**src/rtl/tcw_pkg.sv**
```systemverilog
// ============================================================================
// tcw_pkg: shared types and constants of the text console writer
// Command and result beat layouts, character codes and register map.
// ============================================================================
package tcw_pkg;

	localparam int COLUMNS_DEF = 80;
	localparam int ROWS_DEF    = 25;

	localparam logic [7:0] ATTR_RESET = 8'd10;
	localparam logic [7:0] CH_NEWLINE = 8'd10;
	localparam logic [7:0] CH_RETURN  = 8'd13;
	localparam logic [7:0] CH_TAB     = 8'd9;
	localparam logic [7:0] CH_SPACE   = 8'd32;
	localparam logic [7:0] TAB_STEP   = 8'd8;

	// Register map: one register, selected by paddr[2].
	localparam int         APB_AW             = 3;
	localparam logic       REG_TEXT_ATTRIBUTE = 1'b0;

	typedef enum logic [1:0] {
		FUNC_PUT   = 2'd0,
		FUNC_SET   = 2'd1,
		FUNC_CLEAR = 2'd2,
		FUNC_READ  = 2'd3
	} func_t;

	typedef struct packed {
		func_t       func;
		logic [7:0]  char_code;
		logic [6:0]  target_column;
		logic [4:0]  target_row;
	} cmd_t;

	typedef struct packed {
		logic [6:0]  cursor_column;
		logic [4:0]  cursor_row;
		logic [15:0] cell_value;
		logic        scrolled;
	} result_t;

endpackage

```
**src/rtl/tcw_apb.sv**
```systemverilog
// ============================================================================
// tcw_apb: configuration register file
// Holds the text attribute and answers APB reads of its address with its value, others with zero.
// ============================================================================
module tcw_apb
	import tcw_pkg::*;
(
	input  logic              clk,
	input  logic              arst_n,
	input  logic              psel,
	input  logic              penable,
	input  logic              pwrite,
	input  logic [APB_AW-1:0] paddr,
	input  logic [31:0]       pwdata,
	output logic [31:0]       prdata,
	output logic              pready,
	output logic [7:0]        attr
);

	logic [7:0] attr_q;

	assign pready = 1'b1;
	assign attr   = attr_q;

	always_ff @(posedge clk or negedge arst_n) begin
		if (!arst_n) begin
			attr_q <= ATTR_RESET;
		end else if (psel && penable && pwrite && paddr[2] == REG_TEXT_ATTRIBUTE) begin
			attr_q <= pwdata[7:0];
		end
	end

	always_comb begin
		prdata = 32'd0;
		if (paddr[2] == REG_TEXT_ATTRIBUTE) begin
			prdata = {24'd0, attr_q};
		end
	end

endmodule

```
**config.mk**
```make
export PLATFORM = sky130hd
export DESIGN_NAME = tcw_apb
export DESIGN_NICKNAME = d
export VERILOG_FILES = /design/src/rtl/tcw_pkg.sv /design/src/rtl/tcw_apb.sv
export SDC_FILE = /design/constraint.sdc
export NUM_CORES = 1
export LEC_CHECK = 0
export ABC_CLOCK_PERIOD_IN_PS = 1950
export BUFFER_PORTS_ARGS = -buffer_cell sky130_fd_sc_hd__clkbuf_2
export CORE_UTILIZATION = 32
export DETAILED_ROUTE_END_ITERATION = 6
export GPL_ROUTABILITY_DRIVEN = 0
export MAX_ROUTING_LAYER = met4
export PLACE_DENSITY = 0.95
export RECOVER_POWER = 25
export SYNTH_ARGS = -nofsm -noshare
export SYNTH_HDL_FRONTEND = slang
export SYNTH_SLANG_ARGS = --single-unit
```
**constraint.sdc**
```tcl
create_clock -name clk -period 1.95 [get_ports clk]
set_clock_uncertainty 0.05 [all_clocks]
set_input_delay 0.39 -clock clk [delete_from_list [all_inputs] [get_ports clk]]
set_output_delay 0.39 -clock clk [all_outputs]
set_load 0.01 [all_outputs]
```
==> impl_metrics.ini <==
[status]
outcome = completed

[worst_setup_path]
crit_family = flip-flops
rr_worst_depth = 1
ff2ff_setup_slack_ns = 1.12
crit_path_top_delay_cell = dfstp_2
r2r-end = attr[5]
cp_max_fo = 3
rr_startpoint = attr[5]
crit_chain = and2b_2 > clkbuf_2
critPathMaxStageDelay_ns = 0.54
required_ns = 1.51
cp-end-kind = output pin
critical_path_buf_inv_count = 1
worst-setup-path-type = reg2out
crit_path_start_kind = flip-flop
worstPathArrival_ns = 1.03

[clock_tree]
hold_buffers = 1
post_cts_resized = 0
post_cts_buffers = 0
cts_buffers = 3
clkLatencyLatePin_ns = 0.24
clk_pin_slew_ns = 0.05
cts_buffer_depth = 2
cts_tree = done
clock-sinks = 8
cts_root_buf = clkbuf_4
cts_max_level = 1

[synth]
syn_area_um2 = 582
synth_top_area_share = 0.323
ys_seq_elements = 8
yosys.area.top_type = buf_4
synth_cells = 52
synth_area_leaders = buf_4, dfrtp_1, mux2_2, and2b_2, dfstp_2
yosysWarningCount = 0
avgSynthCellArea_um2 = 11.2
synth_cell_types = 7
yosysSeqAreaShare = 0.348

[routing]
routed_wl_um = 882
vias_per_cell = 3.81
wl_per_cell_um = 8.17
drc = 0
vias = 411
ant_nets = 0
first_iter_violations = 5
drt-pass1-iter-count = 3

[grt]
grt_pass1_wl_mm = 1.46
grt_usage = 0.104
grt_max_degree = 10
antenna_found_initial = 0
grt_remaining_overflow = 0
grt_pass1_vias = 342

[power]
peakVddDrop_v = 0.000521
p_total_uw = 547
pwr-share-clk = 0.219
seq_power_share = 0.433
sw_frac_of_total = 0.319
p_leak_nw = 0.405
powerDensity_nw_per_um2 = 796
p_int_uw = 373
p_sw_uw = 174
pwr-share-comb = 0.347

[placement]
port_buffers = 29
dp.cells = 104
dp_hpwl_um = 763
pre_cts_ws_ns = 0.602

[final_layout]
largest_reg_flops = 8
synthToLayoutAreaGrowth_pct = 18.3
antenna_cells = 0
fill_cells = 144
finalNetCount = 125
layout-drive-gt1-share = 0.602
fin_cells = 108

[sta]
fmax_mhz = 679
hold_viol = 0
timing.final.crit_period_ns = 1.47
setup_viol = 0
finalWorstSetupSlack_ns = 0.477
period_share = 0.755
fin_tns_setup_ns = 0
rsz0062_at_grt = false
drv_slew = 0
hold_slack_ns = 0.327

[min_path]
worstHoldStart = pwdata[2]
holdCritPathClass = in2reg
holdPathEnd = attr[2]
hold_depth = 2

[floorplanning]
initial_utilization = 0.341
die_h_um = 44.6
rows = 15
die_area_um2 = 1990
core_um2 = 1710
ios = 81
die_x_um = 44.6

[flow_run]
drv_cap = 0
-- Yosys cell counts, drive strengths merged --
library cell,count
conb,2
dfrtp,6
and2b,8
buf,25
mux2,8
nand4b,1
dfstp,2
-- area by class of cell --
type	count	area [µm²]	area share
repair buffers	30	154	0.224
well taps	25	31.3	0.0455
multi-input cells	42	278	0.404
clock buffers	3	22.5	0.0327
flip-flops and latches	8	203	0.295
-- per-stage QoR --
stage               instance area, µm²  utilization
CTS                                689        0.404
global route                       688        0.403
global placement                   657        0.385
floorplan                          668            -
finish                             688        0.403
detailed placement                 657        0.385
-- power by group through the flow --
stage,clock [mW],combinational [mW],sequential [mW]
5_1_grt,0.139,0.208,0.242
4_1_cts,0.123,0.191,0.236
3_3_place_gp,0,0.185,0.234
3_5_place_dp,0,0.189,0.239
2_1_floorplan,0,0.128,0.252
6_report,0.120,0.190,0.237
-- logic make-up (layout without fill, tap and decap cells) --
| family | Yosys count | after routing | synth area share |
|---|---|---|---|
| buffers and inverters | 25 | 33 | 0.323 |
| AND/OR/NAND/NOR | 9 | 9 | 0.161 |
| multiplexers | 8 | 8 | 0.155 |
| flip-flops | 8 | 8 | 0.348 |
| other | 2 | 25 | 0.0129 |
-- per-layer routing --
metal | part of all wire | global-route usage | up-vias
met2 | 0.51 | 0.174 | 42
met4 | 0.010 | 0.0727 | 0
met3 | 0.12 | 0.0122 | 2
li1 | - | - | 178
met1 | 0.36 | 0.115 | 189
met5 | 0 | - | -
-- layout by cell type (no fill, tap or decap), drive strengths merged --
| cell type | synthesis | layout |
|---|---|---|
| dfrtp | 6 | 6 |
| nand4b | 1 | 1 |
| and2b | 8 | 8 |
| clkbuf | 0 | 32 |
| conb | 2 | 25 |
| dfstp | 2 | 2 |
| mux2 | 8 | 8 |
| dlygate4sd3 | 0 | 1 |
-- worst max path at each step --
| stage | from | slack [ns] | cells past startpoint | end |
|---|---|---|---|---|
| after detailed placement | paddr[2] | 0.60 | 3 | prdata[6] |
| after floorplan | attr[1] | 0.81 | 1 | prdata[1] |
| final | attr[1] | 0.48 | 2 | prdata[1] |
| after global placement | paddr[2] | 0.62 | 3 | prdata[7] |
| after global routing | attr[1] | 0.42 | 2 | prdata[1] |
| after CTS | attr[1] | 0.47 | 2 | prdata[1] |
Note: power is estimated with default switching activity, not from simulation.
